$ cat src/sv/sscd_pkg.sv
// ----------------------------------------------------------------------------
// sscd_pkg
// Types, constants and the crc-16 byte update for the soil sensor
// frame decoder.
// ----------------------------------------------------------------------------
package sscd_pkg;

	localparam int REGISTER_COUNT = 7;
	localparam int SLOT_W = $clog2(REGISTER_COUNT);

	localparam logic [4:0] FRAME_LENGTH   = 5'd19;
	localparam logic [4:0] LAST_INDEX     = 5'd18;
	localparam logic [4:0] CRC_LOW_INDEX  = 5'd17;
	localparam logic [4:0] CRC_END_INDEX  = 5'd16;
	localparam logic [4:0] REG_FIRST_IDX  = 5'd3;
	localparam logic [4:0] REG_LOW_FIRST  = 5'd4;

	localparam logic [15:0] CRC_PRESET = 16'hFFFF;
	localparam logic [15:0] CRC_POLY   = 16'hA001;

	localparam logic [15:0]        HUMIDITY_MAX = 16'd1000;
	localparam logic signed [15:0] TEMP_MIN     = -16'sd400;
	localparam logic signed [15:0] TEMP_MAX     = 16'sd800;
	localparam logic [15:0]        COND_MAX     = 16'd10000;
	localparam logic [15:0]        PH_MIN       = 16'd30;
	localparam logic [15:0]        PH_MAX       = 16'd100;
	localparam logic [15:0]        NPK_MAX      = 16'd1999;

	typedef struct packed {
		logic [7:0] rx_byte;
		logic       frame_start;
	} in_t;

	typedef struct packed {
		logic [15:0]        humidity_tenths;
		logic signed [15:0] temperature_tenths;
		logic [15:0]        conductivity;
		logic [15:0]        ph_tenths;
		logic [15:0]        nitrogen;
		logic [15:0]        phosphorus;
		logic [15:0]        potassium;
		logic               crc_ok;
		logic               range_ok;
		logic               sample_valid;
	} out_t;

	// reflected crc-16, one byte, eight shift steps
	function automatic logic [15:0] crc_update(input logic [15:0] crc_in,
		input logic [7:0] b);
		logic [15:0] c;
		c = crc_in ^ {8'h00, b};
		for (int k = 0; k < 8; k++) begin
			if (c[0]) begin
				c = (c >> 1) ^ CRC_POLY;
			end else begin
				c = c >> 1;
			end
		end
		return c;
	endfunction

endpackage

$ cat src/sv/sscd_frame.sv
// ----------------------------------------------------------------------------
// sscd_frame
// Frame byte tracking, crc accumulation, register capture and the
// result word formed on the last byte of a frame.
// ----------------------------------------------------------------------------
module sscd_frame (
	input  logic          clk,
	input  logic          arst_n,
	input  logic          advance,
	input  sscd_pkg::in_t item,
	output logic          emit,
	output sscd_pkg::out_t result
);
	import sscd_pkg::*;

	logic [4:0]  byte_index_q;
	logic [15:0] crc_q;
	logic [15:0] store_q [REGISTER_COUNT];
	logic [7:0]  pending_q;

	logic [4:0]        idx;
	logic              open;
	logic [15:0]       crc_base;
	logic [15:0]       crc_next;
	logic [SLOT_W-1:0] slot;
	logic              take_high;
	logic              take_low;
	logic [15:0]       rx_crc;
	logic              crc_ok;
	logic              range_ok;

	always_comb begin
		idx       = item.frame_start ? 5'd0 : byte_index_q;
		open      = item.frame_start || (byte_index_q < FRAME_LENGTH);
		emit      = open && (idx == LAST_INDEX);
		crc_base  = item.frame_start ? CRC_PRESET : crc_q;
		crc_next  = crc_update(crc_base, item.rx_byte);
		slot      = SLOT_W'(idx[4:1] - REG_LOW_FIRST[4:1]);
		take_high = ((idx >= REG_FIRST_IDX) && (idx <= CRC_END_INDEX) && idx[0])
			|| (idx == CRC_LOW_INDEX);
		take_low  = (idx >= REG_LOW_FIRST) && (idx <= CRC_END_INDEX) && !idx[0];
	end

	always_ff @(posedge clk or negedge arst_n) begin
		if (!arst_n) begin
			byte_index_q <= FRAME_LENGTH;
			crc_q        <= CRC_PRESET;
			pending_q    <= 8'h00;
			for (int i = 0; i < REGISTER_COUNT; i++) begin
				store_q[i] <= 16'h0000;
			end
		end else if (advance && open) begin
			if (idx <= CRC_END_INDEX) begin
				crc_q <= crc_next;
			end
			if (take_high) begin
				pending_q <= item.rx_byte;
			end
			if (take_low) begin
				store_q[slot] <= {pending_q, item.rx_byte};
			end
			byte_index_q <= emit ? FRAME_LENGTH : idx + 5'd1;
		end
	end

	// received crc comes low byte first
	always_comb begin
		rx_crc   = {item.rx_byte, pending_q};
		crc_ok   = (rx_crc == crc_q);
		range_ok = (store_q[0] <= HUMIDITY_MAX)
			&& ($signed(store_q[1]) >= TEMP_MIN) && ($signed(store_q[1]) <= TEMP_MAX)
			&& (store_q[2] <= COND_MAX)
			&& (store_q[3] >= PH_MIN) && (store_q[3] <= PH_MAX)
			&& (store_q[4] <= NPK_MAX)
			&& (store_q[5] <= NPK_MAX)
			&& (store_q[6] <= NPK_MAX);

		result.humidity_tenths    = store_q[0];
		result.temperature_tenths = $signed(store_q[1]);
		result.conductivity       = store_q[2];
		result.ph_tenths          = store_q[3];
		result.nitrogen           = store_q[4];
		result.phosphorus         = store_q[5];
		result.potassium          = store_q[6];
		result.crc_ok             = crc_ok;
		result.range_ok           = range_ok;
		result.sample_valid       = crc_ok && range_ok;
	end

endmodule

$ cat src/sv/sscd_outreg.sv
// ----------------------------------------------------------------------------
// sscd_outreg
// Result register with valid/stall handshake toward the consumer.
// ----------------------------------------------------------------------------
module sscd_outreg (
	input  logic           clk,
	input  logic           arst_n,
	input  logic           load,
	input  sscd_pkg::out_t load_data,
	output logic           free,
	output logic           res_valid,
	input  logic           res_stall,
	output sscd_pkg::out_t res
);
	import sscd_pkg::*;

	logic valid_q;
	out_t data_q;

	assign free      = !valid_q || !res_stall;
	assign res_valid = valid_q;
	assign res       = data_q;

	always_ff @(posedge clk or negedge arst_n) begin
		if (!arst_n) begin
			valid_q <= 1'b0;
		end else if (load) begin
			valid_q <= 1'b1;
		end else if (!res_stall) begin
			valid_q <= 1'b0;
		end
	end

	always_ff @(posedge clk) begin
		if (load) begin
			data_q <= load_data;
		end
	end

endmodule

$ cat src/sv/soil_sensor_modbus_frame_decoder_core.sv
// data path: a byte is registered in the input stage on acceptance, then
// processed in the frame stage; the result of byte 18 is loaded into the
// result register when that byte advances and is offered from there
// throughput: one byte per cycle; the input stalls only while the last byte
// of a frame waits for a stalled result register
// reset: asynchronous, no frame open, crc at preset, captured registers zero
// ----------------------------------------------------------------------------
// soil_sensor_modbus_frame_decoder_core
// Modbus rtu read response decoder for a seven-register soil sensor.
// ----------------------------------------------------------------------------
module soil_sensor_modbus_frame_decoder_core (
	input  logic           clk,
	input  logic           arst_n,
	input  logic           data_valid,
	output logic           data_stall,
	input  sscd_pkg::in_t  data,
	output logic           res_valid,
	input  logic           res_stall,
	output sscd_pkg::out_t res
);
	import sscd_pkg::*;

	logic valid_s1;
	in_t  data_s1;
	logic emit;
	out_t frame_res;
	logic free;
	logic advance;

	assign advance    = valid_s1 && (!emit || free);
	assign data_stall = valid_s1 && !advance;

	always_ff @(posedge clk or negedge arst_n) begin
		if (!arst_n) begin
			valid_s1 <= 1'b0;
		end else if (!data_stall) begin
			valid_s1 <= data_valid;
		end
	end

	always_ff @(posedge clk) begin
		if (!data_stall && data_valid) begin
			data_s1 <= data;
		end
	end

	sscd_frame u_frame (
		.clk     (clk),
		.arst_n  (arst_n),
		.advance (advance),
		.item    (data_s1),
		.emit    (emit),
		.result  (frame_res)
	);

	sscd_outreg u_outreg (
		.clk       (clk),
		.arst_n    (arst_n),
		.load      (advance && emit),
		.load_data (frame_res),
		.free      (free),
		.res_valid (res_valid),
		.res_stall (res_stall),
		.res       (res)
	);

endmodule

$ cat config.mk
export PLATFORM = sky130hd
export DESIGN_NAME = soil_sensor_modbus_frame_decoder_core
export DESIGN_NICKNAME = d
export VERILOG_FILES = /design/src/sv/sscd_pkg.sv /design/src/sv/sscd_frame.sv /design/src/sv/sscd_outreg.sv /design/src/sv/soil_sensor_modbus_frame_decoder_core.sv
export SDC_FILE = /design/constraint.sdc
export NUM_CORES = 1
export LEC_CHECK = 0
export BUFFER_PORTS_ARGS = -buffer_cell sky130_fd_sc_hd__buf_2
export CAP_MARGIN = 5
export CORE_ASPECT_RATIO = 0.7
export CORE_MARGIN = 10
export CORE_UTILIZATION = 62
export DETAILED_ROUTE_END_ITERATION = 10
export PLACE_DENSITY = 0.85
export SETUP_SLACK_MARGIN = 0.5
export SYNTH_ARGS = -nofsm -noshare
export SYNTH_HDL_FRONTEND = slang
export SYNTH_SLANG_ARGS = --single-unit
$ cat constraint.sdc
create_clock -name clk -period 15.2 [get_ports clk]
set_input_delay 2.28 -clock clk [delete_from_list [all_inputs] [get_ports clk]]
set_output_delay 2.28 -clock clk [all_outputs]
set_load 0.005 [all_outputs]
# Word level (Yosys, flattened, before mapping)
# Index checks and enable logic that the tools add are counted.
# op_classes
addsub	2
n_lt_le_gt_ge	15
eq_ne	4
muxes	16
n_bitwise	10
n_reduce_logical	33
# op_table
op	n
$mux W16	10
$bwmux W112	1
$le A16 B11 Y1 const B	4
$demux W16 S3	1
$not A2 Y3	8
$logic_and A1 B1 Y1	20
$eq A16 B16 Y1	1
$ge A16 B10 Y1 const B	1
$ge A16 B5 Y1 const B	1
$le A16 B10 Y1 const B	1
$le A16 B14 Y1 const B	1
$le A16 B7 Y1 const B	1
$xor A16 B8 Y16	1
$eq A5 B5 Y1 const B	2
$mux W5	2
$logic_not A1 Y1	6
$reduce_and A2 Y1	3
$add A5 B1 Y5 const B	1
$ge A5 B2 Y1 const B	1
$ge A5 B3 Y1 const B	1
$le A5 B5 Y1 const B	1
$lt A5 B5 Y1 const B	1
$ge A4 B4 Y1 const B	1
$logic_or A1 B1 Y1	4
5 further kinds	6
# totals
reg_bits	267
input_bits	13
out_inout_bits	117

# Depth between registers and ports, before layout
# Gate-level depths: netlist of the first run.
# logic_depth
word_depth	18
ltp_mapped	12
mapped_depth_nobuf	9

# By module
# A second synthesis of the first run with hierarchy kept.
# unflattened
cells_unflattened	629
area_unflattened_um2	10261.1
# by_module_without_submodules
module	n_inst	cells_per_inst	area_each_um2	seq_area_each_um2
sscd_frame	1	493	6421.2	3552.2
sscd_outreg	1	118	3489.6	3478.3
soil_sensor_modbus_frame_decoder_core	1	18	350.3	295.3

# Worst setup path after synthesis of the first run
# OpenSTA, ideal clock, no wires.
# synth_timing
kind	input to register
startpoint	in res_stall
endpoint	reg u_outreg.data_q, in the netlist u_outreg.res[0], enable pin
setup_ns	0.628
arrival_ns	7.843
slack_ns	6.730
path_stages	1
path_buffers	0
path_cell_list	a21oi_1
# synth_via
elab_chain_len	5
# synth_rtl
element	line	source
start: declaration	soil_sensor_modbus_frame_decoder_core.sv:18	input logic res_stall,
$logic_not A1 Y1	sscd_outreg.sv:20	assign free = !valid_q || !res_stall;
$logic_or A1 B1 Y1	sscd_outreg.sv:20	
$logic_or A1 B1 Y1	soil_sensor_modbus_frame_decoder_core.sv:30	assign advance = valid_s1 && (!emit || free);
$logic_and A1 B1 Y1	soil_sensor_modbus_frame_decoder_core.sv:30	
$logic_and A1 B1 Y1	soil_sensor_modbus_frame_decoder_core.sv:59	.load (advance && emit),
end signal: assignment	sscd_outreg.sv:36	data_q <= load_data;
end: declaration	sscd_outreg.sv:18	out_t data_q;
# No other way between the ends.
# A chain may end at the register's enable or synchronous reset.

# Final worst setup path of the first run
# layout_timing
startpoint	in res_stall
endpoint	out data_stall
# layout_via
elab_chain_len	6
# layout_rtl
element	line	source
$logic_not A1 Y1	sscd_outreg.sv:20	
$logic_or A1 B1 Y1	sscd_outreg.sv:20	
$logic_or A1 B1 Y1	soil_sensor_modbus_frame_decoder_core.sv:30	
$logic_and A1 B1 Y1	soil_sensor_modbus_frame_decoder_core.sv:30	
$logic_not A1 Y1	soil_sensor_modbus_frame_decoder_core.sv:31	assign data_stall = valid_s1 && !advance;
$logic_and A1 B1 Y1	soil_sensor_modbus_frame_decoder_core.sv:31	
end: declaration	soil_sensor_modbus_frame_decoder_core.sv:15	output logic data_stall,
# No other way between the ends.

==> results of run 1 <==
synth_stat cells (2+ instances only):
| master | count |
|---|---|
| o21ai_0 | 21 |
| mux2_2 | 123 |
| clkbuf_1 | 18 |
| dfrtp_1 | 124 |
| edfxtp_1 | 124 |
| nand3_1 | 6 |
| dfstp_2 | 19 |
| nand2_1 | 23 |
| nand4_1 | 10 |
| ha_1 | 4 |
| nand2b_1 | 3 |
| buf_1 | 6 |
| nor3_1 | 7 |
| nor2_1 | 24 |
| nor3b_1 | 3 |
| nor4_1 | 11 |
| a311o_1 | 2 |
| a21oi_1 | 8 |
| xnor3_1 | 2 |
| xor2_1 | 5 |
| o2111ai_1 | 3 |
| and3_1 | 4 |
| inv_1 | 3 |
| xnor2_1 | 37 |
| buf_2 | 10 |
cells by family after synthesis:
group	after synthesis	synth area share, %
DFF	267	72.0
muxes	123	13.6
and+or+nand+nor	103	5.51
AOI/OAI and AO/OA	42	2.50
xor gates and xnor gates	46	4.45
adders and majority gates	4	0.492
buffers and inverters	37	1.49
worst paths after layout:
path | from | endpoint | slack (ps) | depth (start not counted)
max | res_stall | data_stall | 10120 | 4
min in group asynchronous | arst_n | u_frame.result[11]$_DFFE_PN0P_ | 1720 | 1
min | u_frame.result[5]$_DFFE_PN0P_ | u_outreg.res[5]$_DFFE_PP_ | 450 | 0
min reg2reg | u_frame.result[5]$_DFFE_PN0P_ | u_outreg.res[5]$_DFFE_PP_ | 450 | 0
max reg2reg | data_s1[0]$_DFFE_PP_ | u_frame.result[90]$_DFFE_PN0P_ | 11330 | 10
max in group asynchronous | arst_n | u_frame.result[38]$_DFFE_PN0P_ | 12040 | 2
per-stage QoR:
stage	hold slack, ps	util, %	instances	power, uW	worst slack, ps
floorplan	419	-	622	1320	6730
global placement	437	68.0	947	1420	10120
detailed placement	439	68.0	947	1450	10110
CTS	450	73.5	993	2120	10110
global route	462	73.5	993	2200	10000
finish	448	73.5	994	2120	10120
registers in the layout (all words and copies together), names as in the netlist:
register and flops:
data_s1 9, u_outreg.res_valid 1, valid_s1 1, u_frame.result 112, u_frame.crc_q 16, u_frame.pending_q 8
u_outreg.res 115, u_frame.byte_index_q 5
worst register-to-register path: cells and delay by family, from the launching register on:
family / cells / cell delay [ps]
AOI/OAI and AO/OA: 2 / 370
adders and majority gates: 1 / 190
buffers and inverters: 2 / 320
DFF: 1 / 970
muxes: 1 / 560
and+or+nand+nor: 4 / 1340
layout by cell type, fill, tap and decap left out, drive strengths merged, types with 5 or more instances in the layout:
master and instances:
nand2 24, clkinv 5, dfstp 19, nand4 10
xnor2 38, inv 5, clkbuf 34, xor2 5
nand3 7, buf 134, nor3 8, edfxtp 124
dfrtp 124, a21oi 8, o21ai 22, bufinv 5
mux2 123, nor4 11, nor2 24
area by class of cell:
cell class | count | area (um2)
diodes | 1 | 2.50
multi-input cells | 318 | 2710
fillers | 1004 | 4290
clock inverters | 12 | 208
inverters | 3 | 11.3
flip-flops and latches | 267 | 7330
well taps | 225 | 282
clock buffers | 34 | 679
repair buffers | 134 | 689
power groups by stage:
stage	Clock [uW]	Sequential [uW]	Combinational, uW
6_report	665	1120	338
2_1_floorplan	0	1010	306
3_3_place_gp	0	1110	308
5_1_grt	700	1140	368
4_1_cts	672	1110	339
3_5_place_dp	0	1120	328
metal layers:
metal  global-route usage [%]  wire length, um
met1                     27.9             9860
met3                     4.71             1640
met4                     4.50              442
met2                     31.3            10400
met5                        0                0
==> flow_metrics.tcl, run 1 <==
set metrics [dict create \
    hpwl_um 14500 \
    maxCapViolCount 0 \
    grt_max_degree 88 \
    pwr-share-clk_pct 31.3 \
    cts-buffers-inserted 25 \
    start_util_pct 62.8 \
    hold_viol_final 0 \
    htreeDepth 1 \
    synth_area_um2 10200 \
    synth_top_area_share_pct 36.6 \
    cts_root_buf "clkbuf_16" \
    path_max_fanout 3 \
    synth_edf_count 124 \
    drt_iter0_drc 504 \
    ys_seq_area_share_pct 72.0 \
    core_area_um2 16200 \
    switching_share_pct 27.8 \
    yosys_warnings 0 \
    grt-ovfl-total 0 \
    routed_wirelength_um 22300 \
    ys_async_sr_fraction_pct 53.6 \
    placed_cell_area_um2 11000 \
    cts_tree "done" \
    cpMaxStageDelayCell "nor2_1" \
    rsz0062_at_grt "no" \
    crit_path_end_kind "output port" \
    core.rowCount 39 \
    start_kind "input port" \
    gp_congestion 0.844 \
    path_clk_slew_ps 60 \
    die_y_um 127 \
    p_leak_uw 0.00521 \
    post-route-min-period_ps 5080 \
    grt.total_usage_pct 19.9 \
    hold_buffers 0 \
    status "completed" \
    crit_top_cell "buf_2" \
    synth_seq_cells 267 \
    p_seq_share_pct 52.7 \
    skew_ps 21.3 \
    drive_above_1_share_pct 42.1 \
    postSynthAreaPerCell_um2 16.4 \
    final_antenna_net_count 0 \
    ir_drop_mv 0.101 \
    synth_area_leaders "edfxtp_1, dfrtp_1, mux2_2" \
    relSlewSlack_pct 19.8 \
    criticalPathCategory "input port to output port" \
    maxSlewViolCount 0 \
    slowest_delay_ps 170 \
    synth_area_leader_cell "edfxtp_1" \
    dieArea_um2 22000 \
    route.detailed.drc 0 \
    clock-sinks 267 \
    pin_count 130 \
    syn_nets 639 \
    clock.fmax_mhz 197 \
    port-buffer-count 129 \
    wl_per_cell_um 22.5 \
    final_cell_area_um2 11900 \
    via_per_inst 5.75 \
    grt_pass1_vias 5996 \
    setup_tns_ps 0 \
    cp_cell_sequence "buf_2, nand2_1, nor2_1, buf_2" \
    antenna_found_initial 0 \
    setup_viol 0 \
    critPathBufInv 2 \
    hp-class "register to register" \
    nets 766 \
    clock_latency_ps 520 \
    syn-instance-count 622 \
    die_w_um 173 \
    switchingPower_uw 590 \
    crit_required_ps 12920 \
    power_density_nw_per_um2 178 \
    ctsResizeCount 0 \
    worstMarginPinSlew_ps 1170 \
    num_vias 5717 \
    first_pass_iters 5 \
    final.period_utilization_pct 33.4 \
    clock_path_buffers 3 \
    cts_setup_buffers 0 \
    p_int_uw 1530 \
    area_growth_pct 17.0 \
    ys.flop_type "edfxtp_1" \
    ys_types 47 \
    grt_pass1_wl_um 35000 \
    combPwrFrac_pct 16.0 \
    critPathArrivalTime_ps 2800 \
    path_delay_family "buffers and inverters" \
]
Power figures use the tool's default switching activity.
==> run 2, diff against run 1 <==
--- a/config.mk
+++ b/config.mk
@@ -5,13 +5,14 @@
 export SDC_FILE = /design/constraint.sdc
 export NUM_CORES = 1
 export LEC_CHECK = 0
+export ABC_AREA = 1
 export BUFFER_PORTS_ARGS = -buffer_cell sky130_fd_sc_hd__buf_2
 export CAP_MARGIN = 5
 export CORE_ASPECT_RATIO = 0.7
 export CORE_MARGIN = 10
-export CORE_UTILIZATION = 62
+export CORE_UTILIZATION = 57
 export DETAILED_ROUTE_END_ITERATION = 10
-export PLACE_DENSITY = 0.85
+export PLACE_DENSITY = 0.79
 export SETUP_SLACK_MARGIN = 0.5
 export SYNTH_ARGS = -nofsm -noshare
 export SYNTH_HDL_FRONTEND = slang
==> constraint.sdc (replaced) <==
create_clock -name clk -period 5.22 [get_ports clk]
set_input_delay 0.783 -clock clk [delete_from_list [all_inputs] [get_ports clk]]
set_output_delay 0.783 -clock clk [all_outputs]
set_load 0.005 [all_outputs]
==> run 2 against run 1 <==
Compared with the run above: sequential share of layout area is 0.87 points higher; largest cell class unchanged; synthesized area shrank 1.3%; global-route usage grew 0.41 points; utilization shrank 5.3 points; clock power rose to 2.7 times the previous value; sequential power up 130%; worst hold slack got worse by 110 ps; critical path depth increased by 10; critical endpoint is now u_frame.result[44]$_DFFE_PN0P_; non-clock buffer count is 2 lower.
==> flow_metrics.tcl, run 2 <==
set metrics [dict create \
    synth_area_leaders "edfxtp_1, dfrtp_1, nand2_1" \
    num_vias 6868 \
    synth_edf_count 124 \
    worstMarginPinSlew_ps 914 \
    layout_commonest_cell "nand2_1" \
    drive_above_1_share_pct 19.4 \
    antenna_found_initial 0 \
    worstSetupEndpoint "u_frame.result[44]$_DFFE_PN0P_" \
    port-buffer-count 129 \
    fillers 1251 \
    crit_top_cell "nand2_1" \
    via_per_inst 5.51 \
    skew_ps 11.3 \
    routed_wirelength_um 23800 \
    maxCapViolCount 0 \
    area_growth_pct 16.8 \
    synth_area_um2 10100 \
    yosysMostFrequentCell "nand2_1" \
    n_antenna_cell 0 \
    start_util_pct 58.4 \
    clock_latency_ps 540 \
    yosys_warnings 0 \
    grt_max_degree 98 \
    layout_common_cells "nand2_1, o21ai_0, buf_2" \
    cts-buffers-inserted 25 \
    post-route-min-period_ps 4230 \
    syn-instance-count 866 \
    hpwl_um 15600 \
    grt-ovfl-total 0 \
    path_max_fanout 32 \
    dieArea_um2 23400 \
    synth-simple-area-share_pct 12.8 \
    crit_path_end_kind "register" \
    relSlewSlack_pct 38.9 \
    pin_count 130 \
    nets 1013 \
    total_power_uw 4870 \
    grt.total_usage_pct 20.3 \
    reg2reg_to "u_frame.result[44]$_DFFE_PN0P_" \
    postSynthAreaPerCell_um2 11.6 \
    synthAdderAreaFrac_pct 0.498 \
    largest_reg_flops 115 \
    synthMuxAreaShare_pct 0 \
    hold_buffers 0 \
    cts_tree "done" \
    route.detailed.drc 0 \
    die_y_um 131 \
    rsz0062_at_grt "yes" \
    grt_pass1_wl_um 37800 \
    synth_top_area_share_pct 37.0 \
    criticalPathCategory "register to register" \
    htreeDepth 1 \
    wl_per_cell_um 19.1 \
    cts_setup_buffers 0 \
    core.rowCount 40 \
    die_w_um 179 \
    grt_pass1_vias 6691 \
    ys_types 29 \
    synth_area_leader_cell "edfxtp_1" \
    path_clk_slew_ps 70 \
    cts_root_buf "clkbuf_16" \
    clock_path_buffers 3 \
    p_leak_uw 0.00534 \
    cp_cell_sequence "nor2_1, inv_1, ha_1, nand2_1, nor2_1, nand2_1, nand2_1, a21oi_1, nand2_1, buf_4, nor3_4, nand2_1, nand2_1, o21ai_0" \
    hold_viol_final 0 \
    synth_compound_area_share_pct 8.59 \
    synth_top_family_by_area "simple AND/OR/NAND/NOR gates" \
    start_kind "register" \
    syn_nets 883 \
    gp_congestion 0.862 \
    ir_drop_mv 0.272 \
    synth_seq_cells 267 \
    r2r-start "data_s1[0]$_DFFE_PP_" \
    cpMaxStageDelayCell "edfxtp_1" \
    crit_required_ps 5600 \
    final.period_utilization_pct 81.1 \
    final_antenna_net_count 0 \
    maxSlewViolCount 0 \
    drt_iter0_drc 793 \
    core_area_um2 17200 \
    hp-class "input port to async pin" \
    status "completed" \
    ys_seq_area_share_pct 72.9 \
    ys_async_sr_fraction_pct 53.6 \
    setup_tns_ps 0 \
    critPathArrivalTime_ps 4610 \
    rrSetupSlack_ps 990 \
    power_density_nw_per_um2 415 \
    synthXorXnorAreaFrac_pct 2.09 \
    clock-sinks 267 \
    setup_viol 0 \
    rr_worst_depth 14 \
    clock.fmax_mhz 236 \
    ys.flop_type "edfxtp_1" \
    synth_common_cells "nand2_1, o21ai_0, dfrtp_1, edfxtp_1, nor2_1" \
    crit_path_start "data_s1[0]$_DFFE_PP_" \
    slowest_delay_ps 730 \
    first_pass_iters 5 \
]
[run 2: cell types whose count changed after synthesis, sizes merged, moves of 7 or more]
cell and change:
inv +51, mux2 -123, nand2 +200, o21ai +133, nor4 -7, nand3 +10
xnor2 -20, nor2 +33, buf -11
[run 2: timing repair]
item                                    in CTS  in global routing
endpoints found under the setup margin       0                 27
resized for setup                            0                  0
hold endpoints to repair                     0                  0
[run 2: layout make-up]
| cell class | count | area [um2] | share of cell area [%] |
|---|---|---|---|
| Inverter | 54 | 205 | 1.75 |
| Tap cell | 231 | 289 | 2.46 |
| Sequential cell | 267 | 7330 | 62.4 |
| Timing Repair Buffer | 132 | 687 | 5.85 |
| Multi-Input combinational cell | 516 | 2410 | 20.5 |
| Clock buffer | 31 | 711 | 6.05 |
| Clock inverter | 15 | 121 | 1.03 |
[run 2: worst min-delay path by stage]
stage / startpoint / end / slack (ps)
global placement: u_frame.result[3]$_DFFE_PN0P_ / u_outreg.res[3]$_DFFE_PP_ / 430
global route: arst_n / u_frame.pending_q[1]$_DFFE_PN0P_ / 400
floorplan: u_frame.result[19]$_DFFE_PN0P_ / u_outreg.res[19]$_DFFE_PP_ / 430
finish: arst_n / u_frame.result[68]$_DFFE_PN0P_ / 340
CTS: arst_n / u_frame.pending_q[2]$_DFFE_PN0P_ / 380
detailed placement: u_frame.result[3]$_DFFE_PN0P_ / u_outreg.res[3]$_DFFE_PP_ / 440
[run 2: power by group]
group	switching [uW]	internal (uW)
clock	789	1030
combinational	355	172
sequential	144	2390
[run 2: cells by family (layout without fill, tap and decap cells)]
| logic type | after synthesis | after routing |
|---|---|---|
| AO/OA/AOI/OAI | 168 | 168 |
| XOR/XNOR | 24 | 24 |
| adder cells (fa/ha/maj) | 4 | 4 |
| buffers and inverters | 83 | 232 |
| flip-flops | 267 | 267 |
| AND/OR/NAND/NOR | 320 | 320 |
[run 2: layer usage]
layer / wire length, um / global-route usage [%]
met5: 0 / 0
met4: 775 / 6.50
met3: 2260 / 4.58
met2: 10500 / 29.8
met1: 10200 / 29.5
[run 2: per-stage QoR]
step | instance area (um2) | utilization, % | cells | hold WS [ps] | worst slack [ps]
after floorplan | 10100 | - | 866 | 425 | 964
after detailed placement | 10900 | 63.4 | 1200 | 437 | 1130
after global routing | 11700 | 68.2 | 1246 | 402 | 418
after CTS | 11700 | 68.2 | 1246 | 379 | 1060
final | 11700 | 68.2 | 1246 | 338 | 987
after global placement | 10900 | 63.4 | 1200 | 431 | 1320
[run 2: worst max-delay path: cells and delay by family (launching register included)]
| kind | cells | cell delay (ps) |
|---|---|---|
| compound gates | 2 | 660 |
| fa+ha+maj | 1 | 220 |
| buf+inv | 2 | 410 |
| flops | 1 | 730 |
| simple gates | 9 | 2040 |
==> run 3, diff against run 2 <==
--- a/config.mk
+++ b/config.mk
@@ -10,9 +10,9 @@
 export CAP_MARGIN = 5
 export CORE_ASPECT_RATIO = 0.7
 export CORE_MARGIN = 10
-export CORE_UTILIZATION = 57
+export CORE_UTILIZATION = 52
 export DETAILED_ROUTE_END_ITERATION = 10
-export PLACE_DENSITY = 0.79
+export PLACE_DENSITY = 0.76
 export SETUP_SLACK_MARGIN = 0.5
 export SYNTH_ARGS = -nofsm -noshare
 export SYNTH_HDL_FRONTEND = slang
==> constraint.sdc (replaced) <==
create_clock -name clk -period 3.7 [get_ports clk]
set_input_delay 0.555 -clock clk [delete_from_list [all_inputs] [get_ports clk]]
set_output_delay 0.555 -clock clk [all_outputs]
set_load 0.005 [all_outputs]
==> run 3 against run 2 <==
Compared with the run above: utilization fell by 5.7 points; first-iteration DRC count is 6.8% lower; routed wire length about the same; clock-buffer cell count decreased by 1; via count decreased by 1.0%; sequential cell count is the same; sequential power increased by 41%; non-clock buffer count up 3; cell area rose by 0.95%; sequential share of layout area decreased by 0.59 points; die area up 8.3%; clock skew is 2.3 ps higher; critical path type unchanged; largest power group unchanged.
==> flow_metrics.tcl, run 3 (same netlist as run 2, synthesis figures left out) <==
set metrics [dict create \
    final.period_utilization_pct 79.2 \
    maxCapViolCount 0 \
    die_y_um 136 \
    first_pass_iters 5 \
    setup_viol 0 \
    slowest_delay_ps 530 \
    largest_reg_flops 115 \
    cp_cell_sequence "inv_1, nor2_2, inv_1, ha_2, nand2_2, nor2_4, nand2_1, nand2_1, a21oi_1, buf_4, nand2_1, nor3_4, buf_12, nand2_4, o21ai_0" \
    port-buffer-count 129 \
    grt_pass1_vias 6399 \
    rsz0062_at_grt "no" \
    path_delay_family "simple AND/OR/NAND/NOR gates" \
    path_clk_slew_ps 60 \
    regArea_um2 7330 \
    cp_num_cells 15 \
    route.detailed.drc 0 \
    core.rowCount 42 \
    dp_slack_ps 506 \
    relSlewSlack_pct 49.3 \
    final_antenna_net_count 0 \
    worstSetupEndpoint "u_frame.result[11]$_DFFE_PN0P_" \
    reg2reg_to "u_frame.result[11]$_DFFE_PN0P_" \
    grt.total_usage_pct 18.5 \
    core_area_um2 19000 \
    routed_wirelength_um 23800 \
    p_leak_uw 0.00544 \
    utilization_pct 62.5 \
    clock_path_buffers 3 \
    crit_required_ps 4130 \
    via_per_inst 5.30 \
    critPathBufInv 4 \
    drive_above_1_share_pct 20.6 \
    start_kind "register" \
    setup_tns_ps 0 \
    hold_viol_final 0 \
    drt_iter0_drc 739 \
    nets 1016 \
    die_w_um 186 \
    cts_root_buf "clkbuf_16" \
    finalWorstSetupSlack_ps 770 \
    area_growth_pct 17.9 \
    antenna_found_initial 0 \
    grt-ovfl-total 0 \
    grt_pass1_wl_um 36300 \
    clock-sinks 267 \
    fillers 1483 \
    n_antenna_cell 0 \
    place_inst 1235 \
    critPathArrivalTime_ps 3360 \
    worstMarginPinSlew_ps 761 \
    num_vias 6798 \
    clock.fmax_mhz 341 \
    gp_congestion 0.847 \
    hpwl_um 15900 \
    dieArea_um2 25400 \
    clock_latency_ps 530 \
    hp-class "input port to async pin" \
    r2r-start "u_frame.byte_index_q[0]$_DFFE_PN1P_" \
    ir_drop_mv 0.407 \
    wl_per_cell_um 18.5 \
    crit_top_cell "nand2_1" \
    cts_tree "done" \
    pin_count 130 \
    rr_worst_depth 15 \
    finalNonFillerCells 1282 \
    cts-buffers-inserted 25 \
    final_cell_area_um2 11900 \
    start_util_pct 53.0 \
    multi_input_area_um2 2480 \
    skew_ps 13.6 \
    crit_path_start "u_frame.byte_index_q[0]$_DFFE_PN1P_" \
    criticalPathCategory "register to register" \
    post-route-min-period_ps 2930 \
    cpMaxStageDelayCell "dfstp_2" \
    grt_max_degree 116 \
    layout_commonest_cell "nand2_1" \
    path_max_fanout 32 \
    placed_cell_area_um2 11000 \
    htreeDepth 1 \
    rrSetupSlack_ps 770 \
    crit_path_end_kind "register" \
    power_density_nw_per_um2 570 \
    maxSlewViolCount 0 \
    status "completed" \
    layout_common_cells "nand2_1, o21ai_0, buf_2" \
]
run 3: cell types whose count changed in the layout (fill, tap and decap cells not counted), moves of 2 or more:
cell,previous run,this run
nand2_1,224,215
nand2_4,0,7
nor2_1,57,54
buf_12,1,3
clkbuf_1,2,4
clkbuf_16,27,25
clkinv_1,4,6
nand2_2,0,2
nor2_4,0,2
run 3: how the worst min path moves through the flow:
stage,start,to,slack (ps),depth (start not counted)
floorplan,arst_n,u_frame.byte_index_q[2]$_DFFE_PN0P_,260,0
global placement,u_frame.result[4]$_DFFE_PN0P_,u_outreg.res[4]$_DFFE_PP_,430,0
detailed placement,u_frame.result[6]$_DFFE_PN0P_,u_outreg.res[6]$_DFFE_PP_,440,0
CTS,arst_n,u_frame.result[72]$_DFFE_PN0P_,90,1
global route,arst_n,u_frame.result[72]$_DFFE_PN0P_,100,1
finish,arst_n,u_frame.result[72]$_DFFE_PN0P_,50,1
run 3: layout make-up:
class                      instances  area share (%)
sequential                       267            61.8
multi-input combinational        516            20.9
timing repair buffer             135            6.19
clock buffer                      30            5.52
tap                              264            2.79
inverter                          54            1.74
clock inverter                    16            1.02
run 3: routing by layer:
| layer | track usage [%] | part of all wire (%) | up-vias |
|---|---|---|---|
| li1 | - | - | 3187 |
| met1 | 27.5 | 45 | 3264 |
| met2 | 26.3 | 43 | 310 |
| met3 | 5.04 | 10 | 37 |
| met4 | 4.29 | 1.6 | 0 |
| met5 | 0 | 0 | - |
run 3: through the flow:
stage                     hold slack, ps  total power [uW]
after floorplan                      259              4050
after global placement               434              4350
after detailed placement             436              4380
after CTS                           88.5              6790
after global routing                 102              7050
final                               47.7              6760
run 3: where the power goes:
part | internal, uW | switching (uW) | leakage, uW
logic | 250 | 520 | 0.00185
registers | 3370 | 201 | 0.00320
clock network | 1340 | 1080 | 0.000378
run 3: repair_timing:
action	4_1_cts	5_1_grt
pin swaps	0	1
setup buffers	0	1
hold endpoints to repair	0	0
endpoints found under the setup margin	2	112
hold buffers	0	0
gates resized for setup	0	14
